**src/rtl/core/ptw_pkg.sv**
```systemverilog
// ----------------------------------------------------------------------------
// Page table walker package
// Shared types, constants and helpers for the four-level page table walker.
// ----------------------------------------------------------------------------
`default_nettype none

package ptw_pkg;

    // Word memory geometry.
    localparam int MEM_ADDR_BITS   = 13;
    localparam int MEM_DEPTH       = 1 << MEM_ADDR_BITS;

    // Field widths of the item and result transfers.
    localparam int WORD_INDEX_BITS = 13;
    localparam int WORD_BITS       = 64;
    localparam int ROOT_BITS       = 16;
    localparam int VADDR_BITS      = 48;
    localparam int LEVEL_BITS      = 2;

    // Address translation geometry.
    localparam int PAGE_BITS       = 12;
    localparam int IDX_BITS        = 9;
    localparam int ENTRY_SHIFT     = 3;
    localparam int VIDX_BITS       = VADDR_BITS - PAGE_BITS;

    // Item kinds.
    localparam logic ACT_WRITE = 1'b0;
    localparam logic ACT_WALK  = 1'b1;

    typedef struct packed {
        logic                       action;
        logic [WORD_INDEX_BITS-1:0] word_index;
        logic [WORD_BITS-1:0]       write_word;
        logic [ROOT_BITS-1:0]       root_addr;
        logic [VADDR_BITS-1:0]      virt_addr;
        logic [LEVEL_BITS-1:0]      walk_level;
    } t_in_item;

    typedef struct packed {
        logic                 walk_ok;
        logic [WORD_BITS-1:0] entry_addr;
    } t_out_item;

    // Commands from the controller to the datapath.
    typedef struct packed {
        logic load;      // take the incoming item, write memory for a write item
        logic rd_cur;    // read the entry at the current address
        logic step;      // advance to the next level using the read entry
        logic rd_next;   // read the entry at the next level address
        logic fail;      // entry not present, clear the result
        logic out_load;  // move the result into the output register
    } t_dp_cmd;

    // Status from the datapath to the controller.
    typedef struct packed {
        logic short_item;  // incoming item needs no memory read
        logic present;     // present bit of the entry just read
        logic last;        // next level is the wanted one
    } t_dp_sts;

    // Nine-bit table index of one level taken from virtual address bits 47:12.
    function automatic logic [IDX_BITS-1:0] level_index(
        input logic [VIDX_BITS-1:0]  vidx,
        input logic [LEVEL_BITS-1:0] lvl
    );
        logic [IDX_BITS-1:0] idx;
        case (lvl)
            2'd0:    idx = vidx[4*IDX_BITS-1:3*IDX_BITS];
            2'd1:    idx = vidx[3*IDX_BITS-1:2*IDX_BITS];
            2'd2:    idx = vidx[2*IDX_BITS-1:IDX_BITS];
            default: idx = vidx[IDX_BITS-1:0];
        endcase
        return idx;
    endfunction

endpackage

`default_nettype wire

```
**src/rtl/core/ptw_ctrl.sv**
```systemverilog
// ----------------------------------------------------------------------------
// Page table walker controller
// State machine that sequences item intake, entry reads and result transfer.
// ----------------------------------------------------------------------------
`default_nettype none

module ptw_ctrl
    import ptw_pkg::*;
(
    input  wire logic    i_clk,
    input  wire logic    i_rst_n,
    input  wire logic    i_in_valid,
    output logic         o_in_stall,
    output logic         o_out_valid,
    input  wire logic    i_out_stall,
    input  wire t_dp_sts i_sts,
    output t_dp_cmd      o_cmd
);

    typedef enum logic [1:0] {
        S_IDLE,
        S_READ,
        S_CHECK,
        S_DONE
    } t_state;

    t_state r_state;
    t_state n_state;
    logic   r_out_valid;
    logic   n_out_valid;
    logic   accept;
    logic   slot_free;

    assign o_in_stall  = (r_state != S_IDLE);
    assign accept      = i_in_valid && !o_in_stall;
    assign slot_free   = !r_out_valid || !i_out_stall;
    assign o_out_valid = r_out_valid;

    always_comb begin
        n_state     = r_state;
        n_out_valid = r_out_valid && i_out_stall;
        o_cmd       = '0;
        case (r_state)
            S_IDLE: begin
                if (accept) begin
                    o_cmd.load = 1'b1;
                    n_state    = i_sts.short_item ? S_DONE : S_READ;
                end
            end
            S_READ: begin
                o_cmd.rd_cur = 1'b1;
                n_state      = S_CHECK;
            end
            S_CHECK: begin
                if (!i_sts.present) begin
                    o_cmd.fail = 1'b1;
                    n_state    = S_DONE;
                end else if (i_sts.last) begin
                    o_cmd.step = 1'b1;
                    n_state    = S_DONE;
                end else begin
                    o_cmd.step    = 1'b1;
                    o_cmd.rd_next = 1'b1;
                end
            end
            S_DONE: begin
                if (slot_free) begin
                    o_cmd.out_load = 1'b1;
                    n_out_valid    = 1'b1;
                    n_state        = S_IDLE;
                end
            end
            default: begin
                n_state = S_IDLE;
            end
        endcase
    end

    always_ff @(posedge i_clk) begin
        if (!i_rst_n) begin
            r_state     <= S_IDLE;
            r_out_valid <= 1'b0;
        end else begin
            r_state     <= n_state;
            r_out_valid <= n_out_valid;
        end
    end

    // Only one item is in flight: intake closes right after a transfer.
    a_one_in_flight: assert property (@(posedge i_clk) disable iff (!i_rst_n)
        accept |=> (r_state != S_IDLE))
        else $error("ptw_ctrl: intake still open after an item transfer");

    // Entry data is only checked after a read was issued in the cycle before.
    a_read_before_check: assert property (@(posedge i_clk) disable iff (!i_rst_n)
        (r_state == S_CHECK) |-> $past(o_cmd.rd_cur || o_cmd.rd_next))
        else $error("ptw_ctrl: entry checked without a preceding read");

    // A result loaded into the output register is offered the next cycle.
    a_result_offered: assert property (@(posedge i_clk) disable iff (!i_rst_n)
        o_cmd.out_load |=> o_out_valid)
        else $error("ptw_ctrl: loaded result not offered");

endmodule

`default_nettype wire

```
**config.mk**
```make
export PLATFORM = sky130hd
export DESIGN_NAME = ptw_ctrl
export DESIGN_NICKNAME = d
export VERILOG_FILES = /design/src/rtl/core/ptw_pkg.sv /design/src/rtl/core/ptw_ctrl.sv
export SDC_FILE = /design/constraint.sdc
export NUM_CORES = 1
export LEC_CHECK = 0
export BUFFER_PORTS_ARGS = -buffer_cell sky130_fd_sc_hd__buf_2
export CAP_MARGIN = 20
export CORE_AREA = 5 5 42 44
export CTS_CLUSTER_SIZE = 40
export DETAILED_ROUTE_END_ITERATION = 10
export DIE_AREA = 0 0 47 49
export GPL_TIMING_DRIVEN = 0
export SLEW_MARGIN = 25
export SYNTH_ARGS = -nofsm -noshare
export SYNTH_HDL_FRONTEND = slang
export SYNTH_SLANG_ARGS = --single-unit
```
**constraint.sdc**
```tcl
create_clock -name i_clk -period 1.33 [get_ports i_clk]
set_input_delay 0.266 -clock i_clk [delete_from_list [all_inputs] [get_ports i_clk]]
set_output_delay 0.266 -clock i_clk [all_outputs]
set_load 0.01 [all_outputs]
```
## Word-level counts from Yosys, hierarchy flattened

Index checks and enable logic that the tools add are counted.

- Reductions and logical operators: 9
- Equal/unequal tests: 6
- Multiplexer cells: 17

Operators by type and width:

| cell | count |
|---|---|
| $mux W2 | 6 |
| $mux W1 | 9 |
| $pmux W2 S4 | 1 |
| $eq A2 B2 Y1 const B | 2 |
| $ne A2 B2 Y1 const B | 2 |
| $logic_not A1 Y1 | 3 |
| $mux W3 | 1 |
| $ne A3 B3 Y1 const B | 1 |
| $reduce_and A3 Y1 | 1 |
| $eq A2 B1 Y1 const B | 1 |
| $logic_and A1 B1 Y1 | 2 |
| $logic_not A2 Y1 | 1 |
| $reduce_bool A2 Y1 | 1 |
| $logic_or A1 B1 Y1 | 1 |

- Register bits: 3

## Depth between registers and ports, before layout

Gate-level depths: netlist of run 1.

- Word-level depth: 5
- Depth in mapped cells: 5
- Gate-level depth less buffers: 5

## Worst setup path after synthesis of run 1

OpenSTA, ideal clock, no wires.

- Path type: reg-to-output
- Start: register r_state[1]
- End: output port o_cmd[0] (netlist name)
- Buffers on the path: 0
- Arrival: 868 ps
- Setup slack: 196 ps
- Data required time: 1,064 ps
- Stages on the path, launching flop included: 3
- Path through: dfxtp_1 -> ha_1 -> a21boi_0

RTL lines:

| what | line | text |
|---|---|---|
| start: declaration | ptw_ctrl.sv:27 | `t_state r_state;` |
| start signal: assignment | ptw_ctrl.sv:84 | `r_state <= n_state;` |
| end: declaration | ptw_ctrl.sv:17 | `output t_dp_cmd o_cmd` |

==> reports/results.tsv, run 1 <==
stage	metric	value	unit
critical_path	arrival	1.13	ns
synth	syn_nets	42	
power	pwr-share-seq	23.3	%
detailed_routing	via_count	270	
synth	synth_seq_area_share	23.1	%
synth	yosys_warnings	0	
sta	layout_setup_ws	-0.0624	ns
synth	ys_ff_latch	3	
critical_path	path_class	register to output port	
sta	hold_viol	0	
detailed_routing	initialDrtViolationCount	2	
hold_path	hold_path_depth	2	
die	die_height	49	um
clocking	clock_sinks	3	
placed_design	place_congestion	0.607	
sta	worst_pin_slew	0.204	ns
synth	syn_area	260	um^2
clocking	holdBufCountCts	0	
clocking	clkLatencyLatePin	0.24	ns
synth	synth_edf_count	0	
cells_and_area	final_nets	64	
synth	syn_avg_cell_area	8.97	um^2
detailed_routing	drt_pass1_iterations	3	
synth	synth_cells	29	
synth	synth_ff_type	dfxtp_1	
detailed_routing	drc	0	
power	p_clk_share	18.8	%
placed_design	place_ws	0.0404	ns
power	pwr-share-comb	57.8	%
hold_path	min_to	o_out_valid	
sta	slew_viol_final	0	
placed_design	io_buffers	14	
sta	grt_setup_unrepaired	yes	
critical_path	cpMaxStageDelayCell	dfxtp_4	
critical_path	r2r-start	r_state[0]	
power	switching_power	347	uW
detailed_routing	postRouteWirelength	698	um
detailed_routing	final_antenna_net_count	0	
sta	relSlewSlack	86.4	%
synth	synth_area_leader_cell	ha_1	
critical_path	crit_fanout	4	
global_routing	antenna_found_initial	0	
cells_and_area	insertedDiodeCount	0	
outcome	violations	setup timing	
critical_path	critPathRequiredTime	1.06	ns
detailed_routing	wl_per_cell	10.6	um
sta	fin_crit_sh	105	%
clocking	clkTransAtPathRegs	0.04	ns
sta	fmax	718	MHz
hold_path	hold_class	input pin to register	
power	swShare	40.0	%
synth	synth_commonest_cells	ha_1, dfxtp_1, inv_1, mux2i_1, nand2_1	
placed_design	dp.cells	59	
die	die_w	47	um
critical_path	r2r_cells	6	
global_routing	grt_pass1_wl	1000	um
critical_path	r2r_slack	0.07	ns
global_routing	grt_pass1_vias	242	
die	start_util	18.6	%
detailed_routing	routed_via_density	4.09	
clocking	cts_root_buf	clkbuf_4	
critical_path	timing.rr.end	r_state[1]	
global_routing	grt-ovfl-total	0	
cells_and_area	finalNonFillerCells	66	
synth	synth.most_common_cell	ha_1	
die	die_area	0.00230	mm^2
flow_run	drv_cap	0	
sta	tns	-0.145	ns
power	intPower	520	uW
cells_and_area	area_delta_synth_final	89.4	%
critical_path	startpoint_type	register	
cells_and_area	postLayoutCoreUtil	35.2	%
clocking	numCtsBuffers	3	
clocking	cts_tree	yes	
cells_and_area	drive_gt1_share	70.0	%
clocking	ctsLongestPathBuffers	2	
global_routing	grt_max_degree	6	
global_routing	globalRouteTotalUtil	6.40	%
die	core_area	0.00140	mm^2
die	num_rows	14	
placed_design	dp_hpwl	484	um
die	ioPinCount	15	
critical_path	end_kind	output port	
power	power_density	1760	mW/mm^2
critical_path	crit_path_cell_trace	inv_6 -> ha_4 -> and2b_2 -> buf_6	
power	leakage	0.227	nW
hold_path	hp-start	i_rst_n	
synth	synth-async-reset-ratio	0	%
synth	synth.distinct_cells	18	
sta	setup_viol	4	
power	ir_worst_vdd	662	uV
outcome	run_status	finished with violations	
critical_path	slowest_delay	0.39	ns
sta	fin_skew	0.00196	ns
clocking	htree_levels	1	
synth	synth_top_area_share	28.8	%
synth	synthTopCellsByArea	ha_1, dfxtp_1, mux2i_1	
sta	period_needed	1.39	ns
==> cell usage in the layout, fill, tap and decap left out, types with 2 or more instances in the layout <==
cell type  count
buf_2         11
buf_4          3
buf_6          3
clkbuf_4       3
dfxtp_4        2
ha_1           2
ha_4           3
mux2i_1        2
nand2_1        2
==> repair_timing <==
action	in CTS	in global routing
resized for setup	12	12
buffers inserted	2	1
gates cloned	0	0
endpoints found under the setup margin	7	8
pin swaps	0	3
==> critical path, delay by kind of cell (launching register included) <==
family,cells,cell delay [ns]
and+or+nand+nor,1,0.19
adders and majority gates,1,0.15
buffers and inverters,2,0.16
DFF,1,0.39
==> area by class of cell <==
| class | instances | area, um^2 |
|---|---|---|
| Sequential cell | 3 | 67.6 |
| Timing Repair Buffer | 17 | 111 |
| Fill cell | 154 | 908 |
| Clock buffer | 4 | 26.3 |
| Multi-Input combinational cell | 22 | 245 |
| Inverter | 4 | 22.5 |
| Tap cell | 16 | 20.0 |
==> routing by layer <==
layer | share of wire [%] | GRT usage, %
met5 | 0 | 0
met4 | 1.4 | 2.76
met3 | 15 | 5.90
met2 | 49 | 8.14
met1 | 34 | 7.24
==> registers in the layout, summed over array words and instances (netlist names) <==
register     count
o_out_valid      1
r_state          2
==> power groups by stage <==
stage / sequential, mW / clock (mW) / combinational, mW
after detailed placement: 0.154 / 0 / 0.332
after global routing: 0.207 / 0.175 / 0.561
after CTS: 0.181 / 0.170 / 0.387
after global placement: 0.153 / 0 / 0.323
after floorplan: 0.148 / 0 / 0.228
final: 0.202 / 0.163 / 0.501
==> through the flow <==
step | hold WS, ns | total power [mW] | instance area [um^2]
6_report | 0.324 | 0.867 | 493
5_1_grt | 0.338 | 0.942 | 493
4_1_cts | 0.306 | 0.737 | 425
3_5_place_dp | 0.511 | 0.486 | 350
3_3_place_gp | 0.497 | 0.476 | 350
2_1_floorplan | 0.394 | 0.376 | 260
==> logic make-up (layout without fill, tap and decap cells) <==
| family | after synthesis | after routing | share of synthesized area [%] |
|---|---|---|---|
| and+or+nand+nor | 9 | 9 | 19.2 |
| adders and majority gates | 6 | 6 | 28.8 |
| AOI/OAI and AO/OA | 5 | 5 | 15.4 |
| buffers and inverters | 4 | 25 | 5.77 |
| DFF | 3 | 3 | 23.1 |
| muxes | 2 | 2 | 7.69 |
==> worst max path at each step <==
stage                           from  endpoint  slack [ns]  cells after the start
after detailed placement  r_state[0]  o_cmd[1]        0.04                      4
after CTS                 r_state[1]  o_cmd[0]       -0.06                      3
after global placement    r_state[0]  o_cmd[1]        0.06                      4
after floorplan           r_state[1]  o_cmd[0]        0.20                      2
after global routing      r_state[0]  o_cmd[1]       -0.09                      4
final                     r_state[0]  o_cmd[1]       -0.06                      4
(Power assumes the default switching activity.)
==> inputs of run 2 (changes only) <==
--- a/config.mk
+++ b/config.mk
@@ -7,10 +7,11 @@
 export LEC_CHECK = 0
 export BUFFER_PORTS_ARGS = -buffer_cell sky130_fd_sc_hd__buf_2
 export CAP_MARGIN = 20
-export CORE_AREA = 5 5 42 44
+export CORE_AREA = 2 2 39 41
+export CTS_BUF_LIST = sky130_fd_sc_hd__clkbuf_2 sky130_fd_sc_hd__clkbuf_4 sky130_fd_sc_hd__clkbuf_8
 export CTS_CLUSTER_SIZE = 40
 export DETAILED_ROUTE_END_ITERATION = 10
-export DIE_AREA = 0 0 47 49
+export DIE_AREA = 0 0 41 43
 export GPL_TIMING_DRIVEN = 0
 export SLEW_MARGIN = 25
 export SYNTH_ARGS = -nofsm -noshare
==> reports/results.tsv, run 2 (synthesized netlist as in run 1, its figures left out) <==
stage	metric	value	unit
outcome	run_status	finished with violations	
outcome	violations	setup timing	
cells_and_area	layout.cells.most_common_list	buf_2, ha_4, clkbuf_4, buf_6, buf_4	
sta	slew_viol_final	0	
cells_and_area	drive_gt1_share	72.0	%
power	p_clk_share	20.0	%
critical_path	slowest_delay	0.38	ns
clocking	cts_tree	yes	
die	num_rows	14	
die	die_height	43	um
detailed_routing	wl_per_cell	9.15	um
placed_design	dp_hpwl	432	um
detailed_routing	via_count	274	
die	die_w	41	um
sta	fin_skew	0.00156	ns
global_routing	globalRouteTotalUtil	8.42	%
clocking	clkTransAtPathRegs	0.04	ns
die	die_area	0.00176	mm^2
cells_and_area	area_delta_synth_final	96.6	%
placed_design	place_congestion	0.689	
detailed_routing	drc	0	
clocking	numCtsBuffers	3	
critical_path	path_class	register to output port	
cells_and_area	largest_register_ffs	2	
critical_path	cpMaxStageDelayCell	dfxtp_4	
detailed_routing	postRouteWirelength	604	um
critical_path	crit_path_cell_trace	inv_6 -> ha_4 -> and2b_2 -> buf_6	
global_routing	grt_pass1_vias	250	
clocking	htree_levels	1	
clocking	clkLatencyLatePin	0.23	ns
detailed_routing	final_antenna_net_count	0	
detailed_routing	drt_pass1_iterations	2	
cells_and_area	seqCellArea	67.6	um^2
critical_path	end_kind	output port	
sta	grt_setup_unrepaired	yes	
cells_and_area	multi_input_area	260	um^2
power	pwr-share-comb	57.5	%
sta	fin_crit_sh	104	%
power	switching_power	352	uW
die	start_util	18.8	%
cells_and_area	finalNonFillerCells	66	
power	leakage	0.240	nW
sta	hold_viol	0	
detailed_routing	routed_via_density	4.15	
cells_and_area	insertedDiodeCount	0	
sta	tns	-0.0915	ns
global_routing	grt-ovfl-total	0	
clocking	clock_sinks	3	
sta	worst_pin_slew	0.198	ns
cells_and_area	final_nets	64	
global_routing	grt_pass1_wl	938	um
power	power_density	1760	mW/mm^2
placed_design	io_buffers	14	
clocking	holdBufCountCts	0	
cells_and_area	largest-register	r_state	
critical_path	cp_num_buf_inv	2	
global_routing	grt_max_degree	6	
cells_and_area	final_common_cell	buf_2	
critical_path	r2r_slack	0.10	ns
critical_path	crit_fanout	4	
clocking	ctsLongestPathBuffers	2	
die	ioPinCount	15	
placed_design	dp.cells	59	
critical_path	arrival	1.11	ns
power	intPower	550	uW
sta	fmax	726	MHz
global_routing	antenna_found_initial	0	
detailed_routing	initialDrtViolationCount	1	
die	core_area	0.00138	mm^2
sta	relSlewSlack	86.8	%
flow_run	drv_cap	0	
hold_path	hold_class	input pin to register	
critical_path	critPathRequiredTime	1.06	ns
cells_and_area	nFillCells	139	
critical_path	path_delay_family	flip-flops	
sta	setup_viol	3	
sta	layout_setup_ws	-0.0481	ns
power	pwr-share-seq	22.4	%
clocking	cts_root_buf	clkbuf_4	
sta	period_needed	1.38	ns
power	ir_worst_vdd	409	uV
critical_path	startpoint_type	register	
power	swShare	39.1	%
[run 2: power groups by stage]
stage	registers [mW]	logic, mW	clock network [mW]
floorplan	0.148	0.228	0
global placement	0.153	0.321	0
detailed placement	0.155	0.326	0
CTS	0.179	0.422	0.190
global route	0.208	0.586	0.200
finish	0.202	0.519	0.181
[run 2: timing repair]
action | in CTS | in global routing
setup endpoints to repair | 7 | 7
setup buffers | 3 | 0
gates resized for setup | 13 | 13
pin swaps | 2 | 3
[run 2: layer usage]
layer | vias to the layer above | routed length (um) | global-route usage, %
met2 | 13 | 335 | 13.1
met5 | - | 0 | 0
met4 | 0 | 0 | 6.00
met1 | 123 | 219 | 7.67
met3 | 0 | 49 | 4.71
li1 | 138 | - | -
[run 2: area by class of cell]
type                    instances  share of cell area [%]
well taps                      16                    3.91
clock buffers                   4                    5.87
multi-input cells              22                    50.9
inverters                       4                    4.40
flip-flops and latches          3                    13.2
repair buffers                 17                    21.8
[run 2: stage by stage]
| stage | hold WS [ns] | instance area, um^2 | power, mW | setup WS (ns) | util [%] |
|---|---|---|---|---|---|
| 2_1_floorplan | 0.394 | 260 | 0.376 | 0.196 | - |
| 4_1_cts | 0.312 | 447 | 0.790 | -0.0500 | 32.3 |
| 5_1_grt | 0.336 | 512 | 0.993 | -0.0872 | 37.0 |
| 3_3_place_gp | 0.500 | 350 | 0.474 | 0.0605 | 25.3 |
| 3_5_place_dp | 0.511 | 350 | 0.481 | 0.0439 | 25.3 |
| 6_report | 0.328 | 512 | 0.902 | -0.0481 | 37.0 |
[run 2: final timing paths]
path              startpoint           to  depth (start not counted)
setup / recovery  r_state[0]     o_cmd[1]                          4
hold / removal       i_rst_n  o_out_valid                          2
setup reg to reg  r_state[0]   r_state[1]                          6
hold reg to reg   r_state[1]   r_state[1]                          2
